<file path="config.mk">
export PLATFORM = sky130hd
export DESIGN_NAME = pwm_period_duty_monitor_unit
export DESIGN_NICKNAME = d
export VERILOG_FILES = /design/src/design/pdm_pkg.sv /design/src/design/pdm_front.sv /design/src/design/pdm_queue.sv /design/src/design/pdm_back.sv /design/src/design/pwm_period_duty_monitor_unit.sv
export SDC_FILE = /design/constraint.sdc
export NUM_CORES = 2
export LEC_CHECK = 0
export ABC_AREA = 1
export ABC_CLOCK_PERIOD_IN_PS = 4400
export BUFFER_PORTS_ARGS = -buffer_cell sky130_fd_sc_hd__clkbuf_2
export CORE_MARGIN = 2
export CORE_UTILIZATION = 39
export CTS_CLUSTER_SIZE = 20
export DETAILED_ROUTE_END_ITERATION = 10
export GPL_TIMING_DRIVEN = 1
export HOLD_SLACK_MARGIN = 0.08
export PLACE_DENSITY = 0.55
export RECOVER_POWER = 100
export SLEW_MARGIN = 20
export SYNTH_ARGS = -nofsm -noshare
export SYNTH_HDL_FRONTEND = slang
export SYNTH_HIERARCHICAL = 1
export SYNTH_SLANG_ARGS = --single-unit
</file>
<file path="constraint.sdc">
create_clock -name i_clk -period 4.4 [get_ports i_clk]
set_input_delay 0.44 -clock i_clk [delete_from_list [all_inputs] [get_ports i_clk]]
set_output_delay 0.44 -clock i_clk [all_outputs]
set_load 0.02 [all_outputs]
</file>
<file path="src/design/pdm_pkg.sv">
`timescale 1ns / 1ps
// ----------------------------------------------------------------------------
// pdm_pkg
// Shared types, widths, register indexes and command codes of the PWM
// period and duty monitor.
// ----------------------------------------------------------------------------
package pdm_pkg;

    localparam int TICK_W   = 32;
    localparam int TOTAL_W  = TICK_W + 1;
    localparam int PAIR_W   = 31;
    localparam int NOW_W    = 48;
    localparam int FREQ_W   = 32;
    localparam int DUTY_W   = 8;
    localparam int TIMEOUT_W = 32;

    localparam int TIME_WIDTH_DEF = 48;

    // Configuration register indexes.
    localparam int CFG_IDX_W = 2;
    localparam logic [CFG_IDX_W-1:0] REG_CLOCK_HZ      = 2'd0;
    localparam logic [CFG_IDX_W-1:0] REG_TIMEOUT_US    = 2'd1;
    localparam logic [CFG_IDX_W-1:0] REG_UNSTABLE_FREQ = 2'd2;
    localparam logic [CFG_IDX_W-1:0] REG_UNSTABLE_DUTY = 2'd3;

    localparam logic [FREQ_W-1:0]    CLOCK_HZ_RST      = 32'd125000000;
    localparam logic [TIMEOUT_W-1:0] TIMEOUT_US_RST    = 32'd1000000;
    localparam logic [FREQ_W-1:0]    UNSTABLE_FREQ_RST = 32'hFFFF_FFFF;
    localparam logic [DUTY_W-1:0]    UNSTABLE_DUTY_RST = 8'd255;

    localparam logic [DUTY_W-1:0] DUTY_FULL = 8'd100;
    localparam logic [DUTY_W-1:0] DUTY_NONE = 8'd0;

    // Command codes passed from the front end to the back end.
    localparam int OP_W = 2;
    localparam logic [OP_W-1:0] OP_HOLD     = 2'd0;
    localparam logic [OP_W-1:0] OP_DECODE   = 2'd1;
    localparam logic [OP_W-1:0] OP_UNSTABLE = 2'd2;
    localparam logic [OP_W-1:0] OP_TIMEOUT  = 2'd3;

    localparam int QUEUE_DEPTH = 2;

    typedef struct packed {
        logic [FREQ_W-1:0]    clock_hz;
        logic [TIMEOUT_W-1:0] timeout_us;
        logic [FREQ_W-1:0]    unstable_freq;
        logic [DUTY_W-1:0]    unstable_duty;
    } t_cfg;

    typedef struct packed {
        logic [OP_W-1:0]    op;
        logic [TICK_W-1:0]  high;
        logic [TOTAL_W-1:0] total;
        logic               pin;
    } t_cmd;

endpackage

</file>
<file path="src/design/pdm_front.sv">
`timescale 1ns / 1ps
// ----------------------------------------------------------------------------
// pdm_front
// Accepts refresh transactions, tracks the pair count and the time of the
// last pair, and turns each refresh into one command for the back end.
// ----------------------------------------------------------------------------
module pdm_front
    import pdm_pkg::*;
#(
    parameter int TIME_WIDTH = TIME_WIDTH_DEF
) (
    input  logic              i_clk,
    input  logic              i_rst_n,
    input  logic              i_accept,
    input  logic [TICK_W-1:0] i_high_ticks,
    input  logic [TICK_W-1:0] i_low_ticks,
    input  logic [PAIR_W-1:0] i_pair_count,
    input  logic              i_capture_done,
    input  logic [NOW_W-1:0]  i_now_us,
    input  logic              i_pin_level,
    input  t_cfg              i_cfg,
    output t_cmd              o_cmd
);

    logic [PAIR_W-1:0]     r_seen_pairs;
    logic [TIME_WIDTH-1:0] r_last_time;

    logic [63:0]           now_ext;
    logic [TIME_WIDTH-1:0] now_t;
    logic [TIME_WIDTH-1:0] last_eff;
    logic [TIME_WIDTH-1:0] elapsed;
    logic                  new_pair;
    logic                  timed_out;
    logic [TOTAL_W-1:0]    total;

    assign now_ext  = 64'(i_now_us);
    assign now_t    = now_ext[TIME_WIDTH-1:0];
    assign new_pair = (i_pair_count != r_seen_pairs);
    assign last_eff = new_pair ? now_t : r_last_time;
    assign elapsed  = now_t - last_eff;
    assign timed_out = !i_capture_done && (elapsed >= TIME_WIDTH'(i_cfg.timeout_us));
    assign total    = TOTAL_W'(i_high_ticks) + TOTAL_W'(i_low_ticks);

    // The timeout check comes before any decode, so it wins over a new pair.
    always_comb begin
        o_cmd.high  = i_high_ticks;
        o_cmd.total = total;
        o_cmd.pin   = i_pin_level;
        priority if (timed_out) begin
            o_cmd.op = OP_TIMEOUT;
        end else if (new_pair && (total == '0)) begin
            o_cmd.op = OP_UNSTABLE;
        end else if (new_pair) begin
            o_cmd.op = OP_DECODE;
        end else begin
            o_cmd.op = OP_HOLD;
        end
    end

    always_ff @(posedge i_clk) begin
        if (!i_rst_n) begin
            r_seen_pairs <= '0;
            r_last_time  <= '0;
        end else if (i_accept && new_pair) begin
            r_seen_pairs <= i_pair_count;
            r_last_time  <= now_t;
        end
    end

endmodule

</file>
<file path="src/design/pdm_queue.sv">
`timescale 1ns / 1ps
// ----------------------------------------------------------------------------
// pdm_queue
// Short command queue between the front end and the back end.
// ----------------------------------------------------------------------------
module pdm_queue
    import pdm_pkg::*;
(
    input  logic i_clk,
    input  logic i_rst_n,
    input  logic i_push,
    input  t_cmd i_cmd,
    input  logic i_pop,
    output t_cmd o_cmd,
    output logic o_full,
    output logic o_empty
);

    localparam int PTR_W = $clog2(QUEUE_DEPTH);
    localparam int CNT_W = $clog2(QUEUE_DEPTH + 1);

    t_cmd             r_mem [QUEUE_DEPTH];
    logic [PTR_W-1:0] r_wr_ptr;
    logic [PTR_W-1:0] r_rd_ptr;
    logic [CNT_W-1:0] r_count;

    assign o_full  = (r_count == CNT_W'(QUEUE_DEPTH));
    assign o_empty = (r_count == '0);
    assign o_cmd   = r_mem[r_rd_ptr];

    always_ff @(posedge i_clk) begin
        if (i_push) begin
            r_mem[r_wr_ptr] <= i_cmd;
        end
    end

    always_ff @(posedge i_clk) begin
        if (!i_rst_n) begin
            r_wr_ptr <= '0;
            r_rd_ptr <= '0;
            r_count  <= '0;
        end else begin
            if (i_push) begin
                r_wr_ptr <= r_wr_ptr + 1'b1;
            end
            if (i_pop) begin
                r_rd_ptr <= r_rd_ptr + 1'b1;
            end
            if (i_push && !i_pop) begin
                r_count <= r_count + 1'b1;
            end else if (i_pop && !i_push) begin
                r_count <= r_count - 1'b1;
            end
        end
    end

endmodule

</file>
<file path="src/design/pdm_back.sv">
`timescale 1ns / 1ps
// ----------------------------------------------------------------------------
// pdm_back
// Executes commands: decodes frequency and duty with a shared restoring
// divider, applies the sentinel and static-level cases, and publishes the
// held values through an output register.
// ----------------------------------------------------------------------------
module pdm_back
    import pdm_pkg::*;
(
    input  logic              i_clk,
    input  logic              i_rst_n,
    input  t_cfg              i_cfg,
    input  logic              i_q_empty,
    input  t_cmd              i_cmd,
    output logic              o_pop,
    output logic              o_out_valid,
    input  logic              i_out_stall,
    output logic [FREQ_W-1:0] o_freq_hz,
    output logic [DUTY_W-1:0] o_duty_pct,
    output logic              o_valid_res
);

    localparam int REM_W   = TOTAL_W + 2;
    localparam int NUM_W   = TOTAL_W + 1;
    localparam int PROD_W  = TICK_W + 7;
    localparam int DQ_W    = 7;
    localparam int CNT_W   = $clog2(FREQ_W + 1);

    localparam logic [1:0] ST_IDLE = 2'd0;
    localparam logic [1:0] ST_FREQ = 2'd1;
    localparam logic [1:0] ST_DUTY = 2'd2;
    localparam logic [1:0] ST_PUB  = 2'd3;

    logic [1:0]         r_state;
    logic [REM_W-1:0]   r_rem;
    logic [REM_W-1:0]   r_den;
    logic [FREQ_W-1:0]  r_sh;
    logic [CNT_W-1:0]   r_cnt;
    logic [FREQ_W-1:0]  r_freq;
    logic [PROD_W-1:0]  r_prod;
    logic [TOTAL_W-1:0] r_total;

    logic [FREQ_W-1:0]  r_held_freq;
    logic [DUTY_W-1:0]  r_held_duty;
    logic               r_held_valid;

    logic               r_out_valid;
    logic [FREQ_W-1:0]  r_out_freq;
    logic [DUTY_W-1:0]  r_out_duty;
    logic               r_out_vres;

    logic [NUM_W-1:0]   freq_num;
    logic [PROD_W-1:0]  duty_num;
    logic [REM_W-1:0]   trial;
    logic               ge;
    logic [DUTY_W-1:0]  duty_q;
    logic               out_load;

    assign o_pop    = (r_state == ST_IDLE) && !i_q_empty;
    assign freq_num = NUM_W'(i_cfg.clock_hz) + NUM_W'(i_cmd.total);
    assign duty_num = r_prod + PROD_W'(r_total >> 1);

    // One restoring step: the quotient bits shift into the low end of r_sh.
    assign trial = {r_rem[REM_W-2:0], r_sh[FREQ_W-1]};
    assign ge    = (trial >= r_den);

    assign duty_q   = DUTY_W'(r_sh[DQ_W-1:0]);
    assign out_load = (r_state == ST_PUB) && (!r_out_valid || !i_out_stall);

    always_ff @(posedge i_clk) begin
        if (!i_rst_n) begin
            r_state      <= ST_IDLE;
            r_held_freq  <= '0;
            r_held_duty  <= '0;
            r_held_valid <= 1'b0;
        end else begin
            unique case (r_state)
                ST_IDLE: begin
                    if (!i_q_empty) begin
                        unique case (i_cmd.op)
                            OP_DECODE: begin
                                r_state <= ST_FREQ;
                            end
                            OP_UNSTABLE: begin
                                r_held_freq  <= i_cfg.unstable_freq;
                                r_held_duty  <= i_cfg.unstable_duty;
                                r_held_valid <= 1'b0;
                                r_state      <= ST_PUB;
                            end
                            OP_TIMEOUT: begin
                                r_held_freq  <= '0;
                                r_held_duty  <= i_cmd.pin ? DUTY_FULL : DUTY_NONE;
                                r_held_valid <= 1'b1;
                                r_state      <= ST_PUB;
                            end
                            OP_HOLD: begin
                                r_state <= ST_PUB;
                            end
                        endcase
                    end
                end
                ST_FREQ: begin
                    if (r_cnt == '0) begin
                        r_state <= ST_DUTY;
                    end
                end
                ST_DUTY: begin
                    if (r_cnt == '0) begin
                        r_held_freq  <= r_freq;
                        r_held_duty  <= (duty_q > DUTY_FULL) ? DUTY_FULL : duty_q;
                        r_held_valid <= 1'b1;
                        r_state      <= ST_PUB;
                    end
                end
                ST_PUB: begin
                    if (out_load) begin
                        r_state <= ST_IDLE;
                    end
                end
            endcase
        end
    end

    // Divider datapath. The frequency quotient fits in 32 bits and the duty
    // quotient in 7 bits, so the upper numerator bits preload the remainder.
    always_ff @(posedge i_clk) begin
        priority if (o_pop) begin
            r_rem   <= REM_W'(freq_num[NUM_W-1:FREQ_W]);
            r_sh    <= freq_num[FREQ_W-1:0];
            r_den   <= REM_W'({i_cmd.total, 1'b0});
            r_cnt   <= CNT_W'(FREQ_W);
            r_prod  <= PROD_W'(i_cmd.high) * PROD_W'(DUTY_FULL);
            r_total <= i_cmd.total;
        end else if ((r_state == ST_FREQ) && (r_cnt == '0)) begin
            r_freq <= r_sh;
            r_rem  <= REM_W'(duty_num[PROD_W-1:DQ_W]);
            r_sh   <= {duty_num[DQ_W-1:0], (FREQ_W - DQ_W)'(0)};
            r_den  <= REM_W'(r_total);
            r_cnt  <= CNT_W'(DQ_W);
        end else if (((r_state == ST_FREQ) || (r_state == ST_DUTY)) && (r_cnt != '0)) begin
            r_rem <= ge ? (trial - r_den) : trial;
            r_sh  <= {r_sh[FREQ_W-2:0], ge};
            r_cnt <= r_cnt - 1'b1;
        end
    end

    always_ff @(posedge i_clk) begin
        if (!i_rst_n) begin
            r_out_valid <= 1'b0;
        end else if (out_load) begin
            r_out_valid <= 1'b1;
        end else if (!i_out_stall) begin
            r_out_valid <= 1'b0;
        end
    end

    always_ff @(posedge i_clk) begin
        if (out_load) begin
            r_out_freq <= r_held_freq;
            r_out_duty <= r_held_duty;
            r_out_vres <= r_held_valid;
        end
    end

    assign o_out_valid = r_out_valid;
    assign o_freq_hz   = r_out_freq;
    assign o_duty_pct  = r_out_duty;
    assign o_valid_res = r_out_vres;

endmodule

</file>
<file path="src/design/pwm_period_duty_monitor_unit.sv">
`timescale 1ns / 1ps
// ----------------------------------------------------------------------------
// pwm_period_duty_monitor_unit
// PWM frequency and duty monitor: decodes capture loop counts into a
// frequency in hertz and a duty in percent, with timeout and sentinels.
// ----------------------------------------------------------------------------
// Every refresh transaction yields exactly one result transaction carrying
// the currently published frequency, duty and valid flag. A refresh whose
// pair count has changed and whose counts are nonzero is decoded by a
// shared restoring divider: 32 steps for the frequency and 7 for the duty,
// and the back end takes no new command until the result is published;
// all other refreshes go straight to publishing, and a stalled result
// holds the back end until it is taken. A two-entry command queue lets the
// front end take refreshes while a decode is still running. Configuration
// writes are always ready and must only be issued while the block is idle.
module pwm_period_duty_monitor_unit
    import pdm_pkg::*;
#(
    parameter int TIME_WIDTH = TIME_WIDTH_DEF
) (
    input  logic                 i_clk,
    input  logic                 i_rst_n,

    input  logic                 i_in_valid,
    output logic                 o_in_stall,
    input  logic [TICK_W-1:0]    i_high_ticks,
    input  logic [TICK_W-1:0]    i_low_ticks,
    input  logic [PAIR_W-1:0]    i_pair_count,
    input  logic                 i_capture_done,
    input  logic [NOW_W-1:0]     i_now_us,
    input  logic                 i_pin_level,

    output logic                 o_out_valid,
    input  logic                 i_out_stall,
    output logic [FREQ_W-1:0]    o_freq_hz,
    output logic [DUTY_W-1:0]    o_duty_pct,
    output logic                 o_valid_res,

    input  logic                 i_cfg_valid,
    output logic                 o_cfg_ready,
    input  logic [CFG_IDX_W-1:0] i_cfg_index,
    input  logic [FREQ_W-1:0]    i_cfg_data
);

    t_cfg r_cfg;
    t_cmd front_cmd;
    t_cmd queue_cmd;
    logic in_accept;
    logic q_full;
    logic q_empty;
    logic q_pop;

    assign o_cfg_ready = 1'b1;
    assign o_in_stall  = q_full;
    assign in_accept   = i_in_valid && !q_full;

    always_ff @(posedge i_clk) begin
        if (!i_rst_n) begin
            r_cfg.clock_hz      <= CLOCK_HZ_RST;
            r_cfg.timeout_us    <= TIMEOUT_US_RST;
            r_cfg.unstable_freq <= UNSTABLE_FREQ_RST;
            r_cfg.unstable_duty <= UNSTABLE_DUTY_RST;
        end else if (i_cfg_valid) begin
            unique case (i_cfg_index)
                REG_CLOCK_HZ:      r_cfg.clock_hz      <= i_cfg_data;
                REG_TIMEOUT_US:    r_cfg.timeout_us    <= TIMEOUT_W'(i_cfg_data);
                REG_UNSTABLE_FREQ: r_cfg.unstable_freq <= i_cfg_data;
                REG_UNSTABLE_DUTY: r_cfg.unstable_duty <= i_cfg_data[DUTY_W-1:0];
            endcase
        end
    end

    pdm_front #(
        .TIME_WIDTH(TIME_WIDTH)
    ) u_front (
        .i_clk          (i_clk),
        .i_rst_n        (i_rst_n),
        .i_accept       (in_accept),
        .i_high_ticks   (i_high_ticks),
        .i_low_ticks    (i_low_ticks),
        .i_pair_count   (i_pair_count),
        .i_capture_done (i_capture_done),
        .i_now_us       (i_now_us),
        .i_pin_level    (i_pin_level),
        .i_cfg          (r_cfg),
        .o_cmd          (front_cmd)
    );

    pdm_queue u_queue (
        .i_clk   (i_clk),
        .i_rst_n (i_rst_n),
        .i_push  (in_accept),
        .i_cmd   (front_cmd),
        .i_pop   (q_pop),
        .o_cmd   (queue_cmd),
        .o_full  (q_full),
        .o_empty (q_empty)
    );

    pdm_back u_back (
        .i_clk       (i_clk),
        .i_rst_n     (i_rst_n),
        .i_cfg       (r_cfg),
        .i_q_empty   (q_empty),
        .i_cmd       (queue_cmd),
        .o_pop       (q_pop),
        .o_out_valid (o_out_valid),
        .i_out_stall (i_out_stall),
        .o_freq_hz   (o_freq_hz),
        .o_duty_pct  (o_duty_pct),
        .o_valid_res (o_valid_res)
    );

endmodule
</file>
After elaboration in Yosys (flattened, before gate mapping)

Memories as Yosys holds them, arrays and structs flattened. A register that Yosys moved wholly into a read port is not among the register bits.
Cells that the tools add are included.

$add $sub $neg: 10
Bitwise logic cells: 1
Mux-type cells: 43
Multipliers: 1
Div/mod/pow operators: 0
Eq/ne operators: 17
Reduce and logical (&&, ||, !) cells: 40
Shift operators: 0
$lt $le $gt $ge: 3

Operator list:

| cell                                                | count |
|---|---|
| two-way mux 32 bit                                  | 7 |
| case mux 32 bit (2 select lines)                    | 2 |
| two-way mux 34 bit                                  | 3 |
| >= comparator 48 x 32 -> 1 bit                      | 1 |
| two-way mux 48 bit                                  | 1 |
| subtractor 48 bit                                   | 1 |
| adder 39 x 32 -> 39 bit                             | 1 |
| multiplier 32 x 5 -> 37 bit (second input constant) | 1 |
| >= comparator 35 x 34 -> 1 bit                      | 1 |
| adder 32 x 33 -> 34 bit                             | 1 |
| subtractor 34 bit                                   | 1 |
| adder 32 x 32 -> 33 bit                             | 1 |
| zero test 33 bit                                    | 1 |
| case mux 8 bit (2 select lines)                     | 2 |
| inequality test 31 bit                              | 1 |
| two-way mux 2 bit                                   | 9 |
| two-way mux 8 bit                                   | 2 |
| equality test 2 bit (second input constant)         | 7 |
| two-way mux 7 bit                                   | 2 |
| two-way mux 6 bit                                   | 2 |
| logical AND 1 bit                                   | 10 |
| AND reduction 2 bit                                 | 5 |
| two-way mux 1 bit                                   | 9 |
| zero test 2 bit                                     | 4 |
| other kinds (22)                                    | 40 |

Output and inout bits: 44
Memory bits (writable): 136
Input bits: 184
Bits in registers: 480
ROM bits: 0
Memories kept: 1
Latch bits: 0

Memory list:

| name          | words | bits a word | read ports | clocked after memory_dff | write ports | line            | source |
|---|---|---|---|---|---|---|---|
| u_queue.r_mem | 2     | 68          | 1          | 1                        | 1           | pdm_queue.sv:22 | `t_cmd r_mem [QUEUE_DEPTH];` |

Depth between registers and ports, before layout

Word-level depth: 7
Mapped depth: 36
Depth with buffers taken out: 36

By module

Netlist, hierarchy kept.

By module, submodules not included:

| module                       | seq. area each (um^2) | instances | cells an instance | area each (um^2) |
|---|---|---|---|---|
| pdm_back                     | 7,967.6               | 1         | 2,880             | 21,768.4 |
| pdm_front                    | 1,581.5               | 1         | 2,076             | 11,557.3 |
| pdm_queue                    | 4,184.0               | 1         | 247               | 5,225.0 |
| pwm_period_duty_monitor_unit | 2,082.0               | 1         | 563               | 4,164.0 |

Worst setup path after synthesis

OpenSTA, ideal clock, no wires.

Kind: register -> register
From: reg u_back.r_state[0]
To: reg u_queue.r_count[1]
Arrival time: 4,098 ps
Setup slack: 238 ps
Setup time: 64 ps
Cell stages (with the launch flop): 14
Path through: dfxtp_1 > inv_1 > ha_1 > inv_1 > nor2_1 > buf_2 > buf_1 > inv_1 > ha_1 > inv_1 > nand3_1 > nand2_1 > inv_1 > nor2_1

Word-level cells in the longest chain between the ends: 5
Elaborated cells on any way between the ends: 7
Those cells by class: mux (1); reduce/logical (6)

Ends and longest elaborated chain:

| what                                                    | line                               | source |
|---|---|---|
| start: declaration                                      | pdm_back.sv:35                     | `logic [1:0] r_state;` |
| start signal: assignment                                | pdm_back.sv:73                     | `r_state <= ST_IDLE;` |
| start signal: assignment                                | pdm_back.sv:83                     | `r_state <= ST_FREQ;` |
| start signal: assignment                                | pdm_back.sv:89                     | `r_state <= ST_PUB;` |
| zero test 2 bit (*)                                     | pdm_back.sv:60                     | `assign o_pop = (r_state == ST_IDLE) && !i_q_empty;` |
| logical AND 1 bit (*)                                   | pdm_back.sv:60                     |  |
| net q_pop                                               | pwm_period_duty_monitor_unit.sv:51 | `logic q_pop;` |
| zero test 1 bit                                         | pdm_queue.sv:49                    | `if (i_push && !i_pop) begin` |
| logical AND 1 bit                                       | pdm_queue.sv:49                    |  |
| two-way mux 2 bit or nonzero test 2 bit (tied branches) | n/a                                |  |
| end signal: assignment                                  | pdm_queue.sv:50                    | `r_count <= r_count + 1'b1;` |
| end signal: assignment                                  | pdm_queue.sv:52                    | `r_count <= r_count - 1'b1;` |
| end: declaration                                        | pdm_queue.sv:25                    | `logic [CNT_W-1:0] r_count;` |

The timed path passes the listed nets; every way through them passes the cells marked *.
A chain may end at the register's enable or synchronous reset.

==> run metrics <==
DP Cell Count 7,421; Max Buffers Root-to-Sink 3; Port Buf Inserts 226; Synth top area share 24.3%; CP max stage cell dfxtp_2; Fmax 0.225 GHz; global-route wire length before repair 208,000 um; Min Hold Slack 0.118 ns; Critical Path Sink Type flip-flop; area growth from synthesis to layout 17.4%; initial antenna violation count 7; synthesized area 0.0427 mm2; worst path buffer plus inverter count 3; RD Place Congestion 0.947; TritonCTS clock tree built; Tot GR Track Use 23.7%; Die Area 0.112 mm2; First DRT Iteration DRCs 2,606; CP max stage delay 0.35 ns; Final min period 4.45 ns; clock latency on the worst-skew pair 0.67 ns; Post-DP HPWL 107,000 um; final setup margin -0.0533 ns; Non-Filler Instances 7,680; residual DRC count 0; Vias 38.3k; Post-Syn Instances 5,766; Worst EP required 4.79 ns; ys flop type edfxtp_1; average via count per standard cell 4.98; PD cells 758 mW/mm2; Mapped Nets 6,296; die width 335 um; Ports 228; WL/cell 17.8 um; setup TNS -0.142 ns; CTS root buffer clkbuf_16; leak pwr 0.0242 uW; RSZ-0062 raised after global routing yes; Synth Register Bits 617; core area 0.109 mm2; Filler cells 11.2k; crit path kind reg -> reg; Initial Util 39.3%; Worst Tran Pin Value 2.20 ns; pin count of the biggest net entering global routing 116; clk slew on worst S/H paths 0.06 ns; violated checks capacitance limit, slew limit, setup timing; post-layout util 46.1%; CP most frequent cell nand2_1; Max-slew headroom -46.5%; # Max-Cap Violations 11; final instance area 0.0502 mm2; Top delay family on crit path simple AND/OR/NAND/NOR gates; sequential share of the synthesized area 37.0%; syn_area_per_cell 7.41 um2; count of final max-slew check failures 423; CP arrival 4.84 ns; hold crit path type in -> reg; post-route antenna net violation count 0; warning count from the yosys run 6; area leader, netlist edfxtp_1; Peak supply drop 0.489 mV; library cells used by synthesis 60; # H-tree levels 3; Max FO, Critical Path 7; Die Y 335 um; most area-consuming cells after synthesis edfxtp_1 (24%), nand2_1 (14%), dfxtp_1 (13%); std cell rows 121; DRT Pass-1 Iters 6; Final nets 6,729; Setup crit start kind flip-flop; final wirelength 136,000 um; Synth async-reset ratio 0%; total CTS buffers 74; Area after DPL 0.0462 mm2; fin crit share 101%; number of global-route vias before repair 36.1k; global route overflow 0; Clock Skews 0.0374 ns; multi-input logic area 0.0229 mm2; outcome finished, violations left; Hold Vio Cnt, Final 0; TritonCTS Sinks 617; Final setup viols 4; flip-flop and latch area 0.0158 mm2; number of synthesized flops with an enable pin 346; layout cells sized above 1 10.8%
-- kinds of logic after synthesis --
family / after synthesis / synth area share [%]
buffers and inverters: 1085 / 10.4
XOR/XNOR: 116 / 2.38
flip-flops: 617 / 37.0
multiplexers: 103 / 2.79
AO/OA/AOI/OAI: 749 / 9.81
adder cells (fa/ha/maj): 346 / 10.7
other: 1 / 0.00878
AND/OR/NAND/NOR: 2749 / 26.9
-- state kept, by name (all words and copies together) (netlist names), 6 cells and up, named ones only --
| register | count |
|---|---|
| u_back/r_freq | 32 |
| u_back/r_den | 34 |
| u_back/r_prod | 37 |
| u_front/r_seen_pairs | 31 |
| r_cfg | 104 |
| u_back/r_rem | 34 |
| u_back/o_freq_hz | 32 |
| u_queue/r_mem | 136 |
| u_back/r_total | 33 |
| u_back/r_held_freq | 32 |
| u_back/o_duty_pct | 8 |
| u_back/r_cnt | 6 |
| u_back/r_held_duty | 8 |
| u_front/r_last_time | 48 |
| u_back/r_sh | 32 |
-- cell usage after synthesis, types with 44 or more instances --
cell type	n
nand2_1	1639
inv_1	889
nor2_1	518
edfxtp_1	346
nand3_1	335
a21oi_1	322
ha_1	314
dfxtp_1	271
o21ai_0	246
nand4_1	81
buf_2	65
xor2_1	60
xnor2_1	56
clkbuf_1	53
mux2_2	48
a31oi_1	45
nand3b_1	44
-- power breakdown --
group | leakage (uW) | switching (uW) | internal (uW) | total, uW
combinational | 0.0175 | 14500 | 7640 | 22200
sequential | 0.00549 | 829 | 8630 | 9460
clock | 0.00122 | 2670 | 3700 | 6360
-- repair_timing --
action | in CTS | in global routing
pin swaps | 9 | 61
buffers inserted | 0 | 9
endpoints found under the hold margin | 150 | 0
setup endpoints to repair | 4 | 7
gates cloned | 0 | 3
gates resized for setup | 28 | 101
hold buffers | 109 | 0
-- layer usage --
metal  global-route usage, %  routed length [um]  share of wire [%]
met1                    33.5               64700                 47
met2                    38.1               61200                 45
met3                    3.42                7220                5.3
met4                    5.72                3200                2.3
met5                       0                  24              0.018
-- final cells by class --
class                   instances  share of cell area (%)
diodes                          5                  0.0249
clock buffers                  97                    4.01
clock inverters                41                    1.05
inverters                     906                    6.79
multi-input cells            4064                    45.6
flip-flops and latches        617                    31.6
well taps                    1414                    3.53
repair buffers                536                    7.44
-- final timing paths --
kind / from / to / slack [ns] / depth (start not counted)
worst max-delay path: u_front/r_seen_pairs[1]$_SDFFE_PN0P_ / u_queue/r_mem[0][66]$_DFFE_PP_ / -0.05 / 30
worst min-delay path: i_now_us[37] / u_front/r_last_time[37]$_SDFFE_PN0P_ / 0.12 / 3
worst max register to register: u_front/r_seen_pairs[1]$_SDFFE_PN0P_ / u_queue/r_mem[0][66]$_DFFE_PP_ / -0.05 / 30
worst min register to register: u_back/r_held_freq[22]$_SDFFE_PN0P_ / u_back/o_freq_hz[22]$_DFFE_PP_ / 0.43 / 0
-- worst min-delay path, delay by kind of cell --
family                 cells  cell delay, ns
buffers and inverters      1            0.10
AOI/OAI and AO/OA          2            0.18
-- placed cells by master (no fill, tap or decap), drive strengths merged, types with 191 or more instances in the layout --
cell       n
nand2   1670
inv      909
nor2     549
edfxtp   346
nand3    343
clkbuf   333
a21oi    324
ha       314
dfxtp    271
o21ai    257
buf      191
-- stage by stage --
| stage | worst slack (ns) | power (uW) |
|---|---|---|
| detailed placement | -0.466 | 31500 |
| CTS | 0.00137 | 38100 |
| global route | -0.336 | 41500 |
| floorplan | 0.238 | 25000 |
| finish | -0.0533 | 38000 |
| global placement | -0.408 | 31400 |
(Power assumes the default switching activity.)
